**src/hdl/hci_pkg.sv**
```systemverilog
package hci_pkg;

  localparam int COORD_W     = 16;
  localparam int ORD_W       = 5;
  localparam int IDX_W       = 32;
  localparam int LVL_PER_STG = 4;
  localparam int COORD_IW    = $clog2(COORD_W);
  localparam int IDX_IW      = $clog2(IDX_W);

  localparam logic [ORD_W-1:0] ORDER_RST = 5'd16;

  // Rotation advance, indexed by the rotated quadrant digit.
  localparam logic [1:0] ROT_STEP [4] = '{2'd3, 2'd0, 2'd0, 2'd1};

  typedef struct packed {
    logic [COORD_W-1:0] x;
    logic [COORD_W-1:0] y;
    logic               over_x;
    logic               over_y;
    logic [ORD_W-1:0]   order;
    logic [1:0]         rot;
    logic [1:0]         inv;
    logic [IDX_W-1:0]   idx;
  } pipe_t;

  // Walks LVL_PER_STG bit levels, starting at level top_b and going down.
  // Levels below zero or at or above the order leave the word untouched.
  function automatic pipe_t walk_levels(pipe_t p, int top_b);
    pipe_t               q;
    int                  b;
    logic                xhi;
    logic                yhi;
    logic [1:0]          quad;
    logic [1:0]          seg;
    logic [COORD_IW-1:0] bit_i;
    logic [IDX_IW-1:0]   dig_i;
    q = p;
    for (int j = 0; j < LVL_PER_STG; j++) begin
      b = top_b - j;
      if (b >= 0 && b < int'(q.order)) begin
        bit_i = b[COORD_IW-1:0];
        dig_i = IDX_IW'(2 * b);
        xhi  = q.over_x | ((b < COORD_W) && q.x[bit_i]);
        yhi  = q.over_y | ((b < COORD_W) && q.y[bit_i]);
        quad = xhi ? (yhi ? 2'd2 : 2'd1) : (yhi ? 2'd3 : 2'd0);
        seg  = quad + q.rot;
        if (b < IDX_W / 2) begin
          q.idx[dig_i +: 2] = seg ^ q.inv;
        end
        if (seg == 2'd0 || seg == 2'd3) begin
          q.inv = q.inv ^ 2'd3;
        end
        q.rot = q.rot + ROT_STEP[seg];
      end
    end
    return q;
  endfunction

endpackage

```
**src/hdl/hilbert_curve_index_top.sv**
```systemverilog
// Hilbert curve index, two dimensions. Each input word carries a point
// (in_x_coord, in_y_coord) and yields one output word with the point's
// distance along a Hilbert curve of side two to the power of the order.
// The user must write the order through cfg_wr_en / cfg_wr_data only while
// the block is idle; the block does not enforce this. It resets to 16 and
// values above MAX_ORDER act as MAX_ORDER. Order zero gives index 0. A
// coordinate bit at or above the order counts as the upper half at every
// level, and only the low 32 bits of the index are kept. The block accepts
// one point per cycle unless the output stalls it. One entry stage clamps
// the order and flags coordinate bits above it, then one stage walks every
// four bit levels of the curve, since the rotation and inversion state runs
// through the levels in order. Each stage holds its word when the next one
// is full and stalled, so a bubble anywhere is taken up and nothing is lost.
module hilbert_curve_index_top #(
  parameter int MAX_ORDER = 16
) (
  input  logic        clk,
  input  logic        rst_n,
  input  logic        cfg_wr_en,
  input  logic [4:0]  cfg_wr_data,
  input  logic        in_valid,
  output logic        in_ready,
  input  logic [15:0] in_x_coord,
  input  logic [15:0] in_y_coord,
  output logic        out_valid,
  input  logic        out_ready,
  output logic [31:0] out_curve_index
);

  localparam int NSTG = (MAX_ORDER + hci_pkg::LVL_PER_STG - 1) / hci_pkg::LVL_PER_STG;
  localparam logic [hci_pkg::ORD_W-1:0] MAX_ORD = hci_pkg::ORD_W'(MAX_ORDER);

  logic [hci_pkg::ORD_W-1:0] order_r;
  logic [hci_pkg::ORD_W-1:0] order_clamp;

  // Stage 0 is the entry stage; stages 1..NSTG each walk four levels.
  logic           vld_r   [NSTG+1];
  hci_pkg::pipe_t stg_r   [NSTG+1];
  hci_pkg::pipe_t stg_nxt [NSTG+1];
  logic           rdy     [NSTG+2];

  always_ff @(posedge clk) begin
    if (!rst_n) begin
      order_r <= hci_pkg::ORDER_RST;
    end else if (cfg_wr_en) begin
      order_r <= cfg_wr_data;
    end
  end

  assign order_clamp = (order_r > MAX_ORD) ? MAX_ORD : order_r;

  // A stage can take a new word when it is empty or its word moves on.
  always_comb begin
    rdy[NSTG+1] = out_ready;
    for (int k = NSTG; k >= 0; k--) begin
      rdy[k] = !vld_r[k] || rdy[k+1];
    end
  end

  // Entry stage: the order is fixed here for the rest of the walk, and any
  // coordinate bit above the top level is folded into a sticky flag. The
  // later stages each walk their four levels.
  always_comb begin
    stg_nxt[0].x      = in_x_coord;
    stg_nxt[0].y      = in_y_coord;
    stg_nxt[0].over_x = |(in_x_coord >> order_clamp);
    stg_nxt[0].over_y = |(in_y_coord >> order_clamp);
    stg_nxt[0].order  = order_clamp;
    stg_nxt[0].rot    = 2'd0;
    stg_nxt[0].inv    = 2'd0;
    stg_nxt[0].idx    = '0;
    for (int k = 1; k <= NSTG; k++) begin
      stg_nxt[k] = hci_pkg::walk_levels(stg_r[k-1],
                     MAX_ORDER - 1 - (k - 1) * hci_pkg::LVL_PER_STG);
    end
  end

  always_ff @(posedge clk) begin
    if (!rst_n) begin
      for (int k = 0; k <= NSTG; k++) begin
        vld_r[k] <= 1'b0;
      end
    end else begin
      if (rdy[0]) begin
        vld_r[0] <= in_valid;
      end
      for (int k = 1; k <= NSTG; k++) begin
        if (rdy[k]) begin
          vld_r[k] <= vld_r[k-1];
        end
      end
    end
  end

  always_ff @(posedge clk) begin
    for (int k = 0; k <= NSTG; k++) begin
      if (rdy[k]) begin
        stg_r[k] <= stg_nxt[k];
      end
    end
  end

  assign in_ready        = rdy[0];
  assign out_valid       = vld_r[NSTG];
  assign out_curve_index = stg_r[NSTG].idx;

endmodule

```
**config.mk**
```make
export PLATFORM = sky130hd
export DESIGN_NAME = hilbert_curve_index_top
export DESIGN_NICKNAME = d
export VERILOG_FILES = /design/src/hdl/hci_pkg.sv /design/src/hdl/hilbert_curve_index_top.sv
export SDC_FILE = /design/constraint.sdc
export NUM_CORES = 1
export LEC_CHECK = 0
export ABC_AREA = 1
export BUFFER_PORTS_ARGS = -buffer_cell sky130_fd_sc_hd__buf_2
export CAP_MARGIN = 5
export CORE_MARGIN = 2
export CORE_UTILIZATION = 30
export DETAILED_ROUTE_END_ITERATION = 12
export GPL_TIMING_DRIVEN = 0
export MAX_ROUTING_LAYER = met4
export PLACE_DENSITY = 0.46
export SLEW_MARGIN = 20
export SYNTH_ARGS = -nofsm -noshare
export SYNTH_HDL_FRONTEND = slang
export SYNTH_SLANG_ARGS = --single-unit
export TNS_END_PERCENT = 10
```
**constraint.sdc**
```tcl
create_clock -name clk -period 8.75 [get_ports clk]
set_clock_uncertainty 0.05 [all_clocks]
set_input_delay 0.4375 -clock clk [delete_from_list [all_inputs] [get_ports clk]]
set_output_delay 0.4375 -clock clk [all_outputs]
set_load 0.01 [all_outputs]
```
==> results of run 1 <==
[state kept, by name, summed over array words and instances, names as in the netlist]
register	flops
order_r	5
vld_r	5
stg_r	196
[logic make-up after synthesis]
kind of cell	count (synthesis)	synth area share [%]
AO/OA/AOI/OAI	83	4.753
XOR/XNOR	57	5.210
adder cells (fa/ha/maj)	44	5.746
buffers and inverters	153	7.339
flip-flops	206	64.04
multiplexers	2	0.2350
AND/OR/NAND/NOR	281	12.68
[cells in the final DEF, fill, tap and decap left out, types with 7 or more instances in the layout]
master / instances
edfxtp_1: 201
nand2_1: 139
nand3_1: 36
clkbuf_16: 23
nand4_1: 7
inv_2: 13
nand2_2: 19
o21ai_0: 30
a21oi_1: 41
xor2_1: 43
xnor2_1: 14
inv_1: 104
ha_1: 44
buf_4: 32
buf_2: 76
nor2_1: 68
[final timing paths]
kind                 startpoint       endpoint  cells after the start
setup / recovery  stg_r[0][191]  stg_r[0][260]                     38
hold / removal    in_x_coord[3]   stg_r[0][62]                      1
setup reg to reg  stg_r[0][191]  stg_r[0][260]                     38
hold reg to reg    stg_r[0][67]  stg_r[0][142]                      0
[metrics by stage]
step | hold WS, ns | setup WS (ns) | instance area (um^2) | cells
5_1_grt | 0.04384 | 0.8902 | 11350 | 1350
3_5_place_dp | 0.3545 | 1.538 | 10570 | 1308
4_1_cts | 0.03644 | 1.522 | 11350 | 1350
3_3_place_gp | 0.3515 | 1.237 | 10460 | 1303
6_report | 0.06773 | 1.520 | 11350 | 1350
2_1_floorplan | 0.3503 | 2.421 | 9582 | 826
[area by class of cell]
class,count,share of cell area [%]
clock buffers,24,5.105
inverters,117,3.870
well taps,402,4.432
repair buffers,80,4.190
clock inverters,18,1.797
multi-input cells,467,24.21
flip-flops and latches,206,54.07
plain buffers,36,2.326
[critical path, delay by kind of cell, from the launching register on]
family / cells / cell delay, ns
compound gates: 3 / 0.43
flops: 1 / 0.45
fa+ha+maj: 12 / 2.89
xor+xnor: 9 / 1.90
buf+inv: 8 / 0.59
simple gates: 6 / 0.68
[metal layers]
layer / share of wire [%] / global-route usage (%) / routed length [um]
met1: 49 / 14.20 / 8216
met2: 44 / 16.40 / 7375
met3: 4.5 / 1.856 / 756
met4: 1.8 / 3.452 / 307
met5: 0 / - / 0
==> impl_metrics.tcl, run 1 <==
set metrics [dict create \
    slew-limit-headroom_pct 67.23 \
    r2r_slack_ns 1.52 \
    drc 0 \
    clock_latency_ns 0.51 \
    diodes 0 \
    die_y_um 182.7 \
    dieArea_mm2 0.03338 \
    critical_path.max_fanout 5 \
    ys_top_cells_by_count "201 x edfxtp_1, 141 x nand2_1, 107 x inv_1" \
    synth_top_cell_area_share_pct 62.99 \
    synth_edf_count 201 \
    startpoint_type "flop" \
    min_period_over_period_pct 82.63 \
    start_util_pct 30.44 \
    grt_pass1_vias 5350 \
    synth_nets 912 \
    wl_per_cell_um 12.34 \
    ctsResizeCount 0 \
    yosysMostFrequentCell "edfxtp_1" \
    pin_count 76 \
    multiInputGateArea_mm2 0.002748 \
    max_cap_viol_count 0 \
    cts_inserted_buffers 23 \
    synthCells 826 \
    antenna_found_initial 0 \
    grt_max_degree 34 \
    worstSetupPathType "reg -> reg" \
    setup_viol 0 \
    setup_tns_ns 0 \
    overflow 0 \
    worstPathRequired_ns 8.97 \
    gp_congestion 0.7897 \
    die-width_um 182.7 \
    grt_pass1_wl_mm 27.47 \
    ys_seq_area_share_pct 64.04 \
    cts_tree "yes" \
    numPortBuffers 75 \
    slowest_stage "edfxtp_1" \
    num_vias 5604 \
    layout-drive-gt1-share_pct 20.57 \
    synth.area.top_cells "edfxtp_1 63%, ha_1 5.7%, nand2_1 5.5%, inv_1 4.2%, xor2_1 3.9%" \
    ant_nets 0 \
    crit_top_cell "ha_1" \
    dpl.hpwl_mm 12.53 \
    clk_path_buf_depth 3 \
    syn_to_final_growth_pct 18.44 \
    drt_first_pass_iters 4 \
    num_rows 65 \
    htreeDepth 1 \
    fin_crit_ns 7.230 \
    yosysWarnings 0 \
    synth_seq_cells 206 \
    n_fill_cell 3105 \
    grt_usage_pct 10.61 \
    synth.distinct_cells 33 \
    core_area_mm2 0.03147 \
    rsz0062_at_grt "no" \
    finalHoldViolations 0 \
    num-nets-final 1017 \
    cts_setup_buffers 0 \
    synth_area_mm2 0.009582 \
    drtIter0Drc 244 \
    synth_area_leader_cell "edfxtp_1" \
    fmax_ghz 0.1383 \
    crit_path_end_kind "flop" \
    ys_async_sr_fraction_pct 0 \
    hold_class "in -> reg" \
    wl_mm 16.66 \
    synth_ff_type "edfxtp_1" \
    worstPathArrival_ns 7.45 \
    holdBufCountCts 0 \
    utilization_pct 36.06 \
    cts_root_buf "clkbuf_16" \
    cts_sinks 206 \
    outcome "completed" \
    synth_area_per_cell_um2 11.60 \
    slew_violations 0 \
    tightestPinTransition_ns 0.4864 \
    vias_per_cell 4.151 \
    crit_path_max_incr_delay_ns 0.45 \
    register_area_mm2 0.006136 \
    clk_pin_slew_ns 0.06 \
]
Power of run 1 is left out: the tool's default activity adds up to more than one toggle a clock period on the data nets, which glitch-free logic cannot reach.
==> run 2, diff against run 1 <==
--- a/config.mk
+++ b/config.mk
@@ -13,7 +13,7 @@
 export DETAILED_ROUTE_END_ITERATION = 12
 export GPL_TIMING_DRIVEN = 0
 export MAX_ROUTING_LAYER = met4
-export PLACE_DENSITY = 0.46
+export PLACE_DENSITY = 0.47
 export SLEW_MARGIN = 20
 export SYNTH_ARGS = -nofsm -noshare
 export SYNTH_HDL_FRONTEND = slang
==> constraint.sdc (replaced) <==
create_clock -name clk -period 6.6 [get_ports clk]
set_clock_uncertainty 0.05 [all_clocks]
set_input_delay 0.33 -clock clk [delete_from_list [all_inputs] [get_ports clk]]
set_output_delay 0.33 -clock clk [all_outputs]
set_load 0.01 [all_outputs]
==> run 2 against run 1 <==
Global-route usage about the same. Core utilization rose by 2.5 points. Die area stayed put. Count of clock-buffer cells in the layout is 1 higher. Critical path depth did not move. First-iteration DRC count fell by 3.7%. Register-to-register slack got worse by 1.3 ns. Fmax rose by 13%. Wire length rose by 3.6%. Final cell count is 4.7% higher. Largest cell class unchanged.
==> impl_metrics.tcl, run 2 (synthesized netlist as in run 1, its figures left out) <==
set metrics [dict create \
    outcome "completed" \
    die_y_um 182.7 \
    layout_commonest_cell "edfxtp_1" \
    pin_count 76 \
    grt_max_degree 35 \
    clk_path_buf_depth 3 \
    dpl.cell_count 1308 \
    grtUsageMet3_pct 1.836 \
    drt_first_pass_iters 6 \
    place_area_mm2 0.01057 \
    grt_pass1_wl_mm 27.95 \
    place_ws_ns -0.6205 \
    drtIter0Drc 235 \
    fmax_ghz 0.1567 \
    vias_per_cell 4.124 \
    ff2ff_path_depth 38 \
    hp-start "in_y_coord[10]" \
    final_cell_area_mm2 0.01213 \
    numPortBuffers 75 \
    wl_per_cell_um 12.20 \
    core_area_mm2 0.03147 \
    reg_top3 "stg_r (196), order_r (5), vld_r (5)" \
    fin_crit_ns 6.382 \
    num-nets-final 1083 \
    slowest_stage "edfxtp_1" \
    grt_usage_pct 10.64 \
    drc 0 \
    crit_path_max_incr_delay_ns 0.42 \
    min_period_over_period_pct 96.69 \
    tightestPinTransition_ns 0.4893 \
    diodes 0 \
    clk_pin_slew_ns 0.06 \
    hold_path_depth 1 \
    syn_to_final_growth_pct 26.59 \
    htreeDepth 1 \
    ant_nets 0 \
    layout-drive-gt1-share_pct 26.98 \
    gp_congestion 0.7900 \
    min_to "stg_r[0][53]" \
    dpl.hpwl_mm 12.55 \
    worstPathRequired_ns 6.81 \
    use_met1_pct 14.15 \
    worstSetupPathType "reg -> reg" \
    slew-limit-headroom_pct 67.04 \
    crit_top_cell "ha_1" \
    worstPathArrival_ns 6.59 \
    die-width_um 182.7 \
    slew_violations 0 \
    critical_path.max_fanout 3 \
    num_vias 5832 \
    cts_sinks 206 \
    overflow 0 \
    rr_startpoint "stg_r[0][200]" \
    rsz0062_at_grt "yes" \
    wl_mm 17.25 \
    cts_root_buf "clkbuf_16" \
    largest_reg_flops 196 \
    crit_path_end_kind "flop" \
    layout_setup_ws_ns 0.2182 \
    n_fill_cell 3009 \
    largest-register "stg_r" \
    start_util_pct 30.44 \
    max_cap_viol_count 0 \
    cts_tree "yes" \
    reg2reg_to "stg_r[0][260]" \
    final-instance-count-excl-fill 1414 \
    dieArea_mm2 0.03338 \
    hold_class "in -> reg" \
    r2r_slack_ns 0.22 \
    grt_pass1_vias 5580 \
    cts_inserted_buffers 22 \
    num_rows 65 \
    grt_busiest_layer "met2" \
    use_met2_pct 16.78 \
    finalHoldViolations 0 \
    setup_viol 0 \
    antenna_found_initial 0 \
    startpoint_type "flop" \
    clock_latency_ns 0.50 \
    layout_common_cells "201 x edfxtp_1, 135 x nand2_1, 98 x inv_1" \
    timing.hold.ws_ns 0.01728 \
]
-- run 2: cell types whose count changed in the layout (fill, tap and decap cells not counted), moves of 5 or more --
cell,previous run,this run
nor2_1,68,63
xnor2_1,14,9
xor2_2,0,5
inv_1,104,98
ha_1,44,31
ha_4,0,8
buf_4,32,68
ha_2,0,5
dlygate4sd3_1,0,31
inv_2,13,19
xor2_1,43,38
-- run 2: final cells by class --
class	instances	area (um^2)	area share [%]
plain buffers	36	264.0	2.177
clock buffers	25	583.1	4.807
clock inverters	14	136.4	1.124
inverters	117	439.2	3.621
multi-input cells	467	3012	24.83
flip-flops and latches	206	6136	50.59
well taps	402	503.0	4.147
repair buffers	147	1056	8.706
-- run 2: repair_timing --
action,in CTS,in global routing
resized for setup,17,39
setup endpoints to repair,6,7
hold buffers,31,0
setup buffers,11,25
cloned,0,0
hold endpoints to repair,31,0
pin swaps,9,38
-- run 2: worst max path at each step --
stage,cells after the start,startpoint,to,slack [ns]
global route,38,stg_r[0][191],stg_r[0][260],-0.1
global placement,11,out_ready,vld_r[0][0],-0.84
detailed placement,38,stg_r[0][191],stg_r[0][260],-0.62
finish,38,stg_r[0][200],stg_r[0][260],0.22
CTS,39,stg_r[0][116],stg_r[0][185],-0.007
floorplan,38,stg_r[0][191],stg_r[0][260],0.27
-- run 2: layer usage --
| metal | wire (um) | up-vias | part of all wire [%] |
|---|---|---|---|
| li1 | - | 3091 | - |
| met1 | 8230 | 2619 | 48 |
| met2 | 7938 | 92 | 46 |
| met3 | 728 | 30 | 4.2 |
| met4 | 352 | 0 | 2.0 |
| met5 | 0 | - | 0 |
-- run 2: stage by stage --
step / utilization (%) / TNS (ns)
finish: 38.54 / 0
global route: 38.54 / -0.2075
CTS: 37.30 / -0.006913
detailed placement: 33.57 / -2.295
global placement: 33.23 / -37.11
floorplan: - / 0
-- run 2: worst max-delay path, delay by kind of cell, from the launching register on --
kind / cells / cell delay, ns
AOI/OAI and AO/OA: 3 / 0.27
xor gates and xnor gates: 9 / 1.43
adders and majority gates: 12 / 2.91
buffers and inverters: 8 / 0.51
DFF: 1 / 0.42
and+or+nand+nor: 6 / 0.55
Power of run 2 is left out for the same reason.
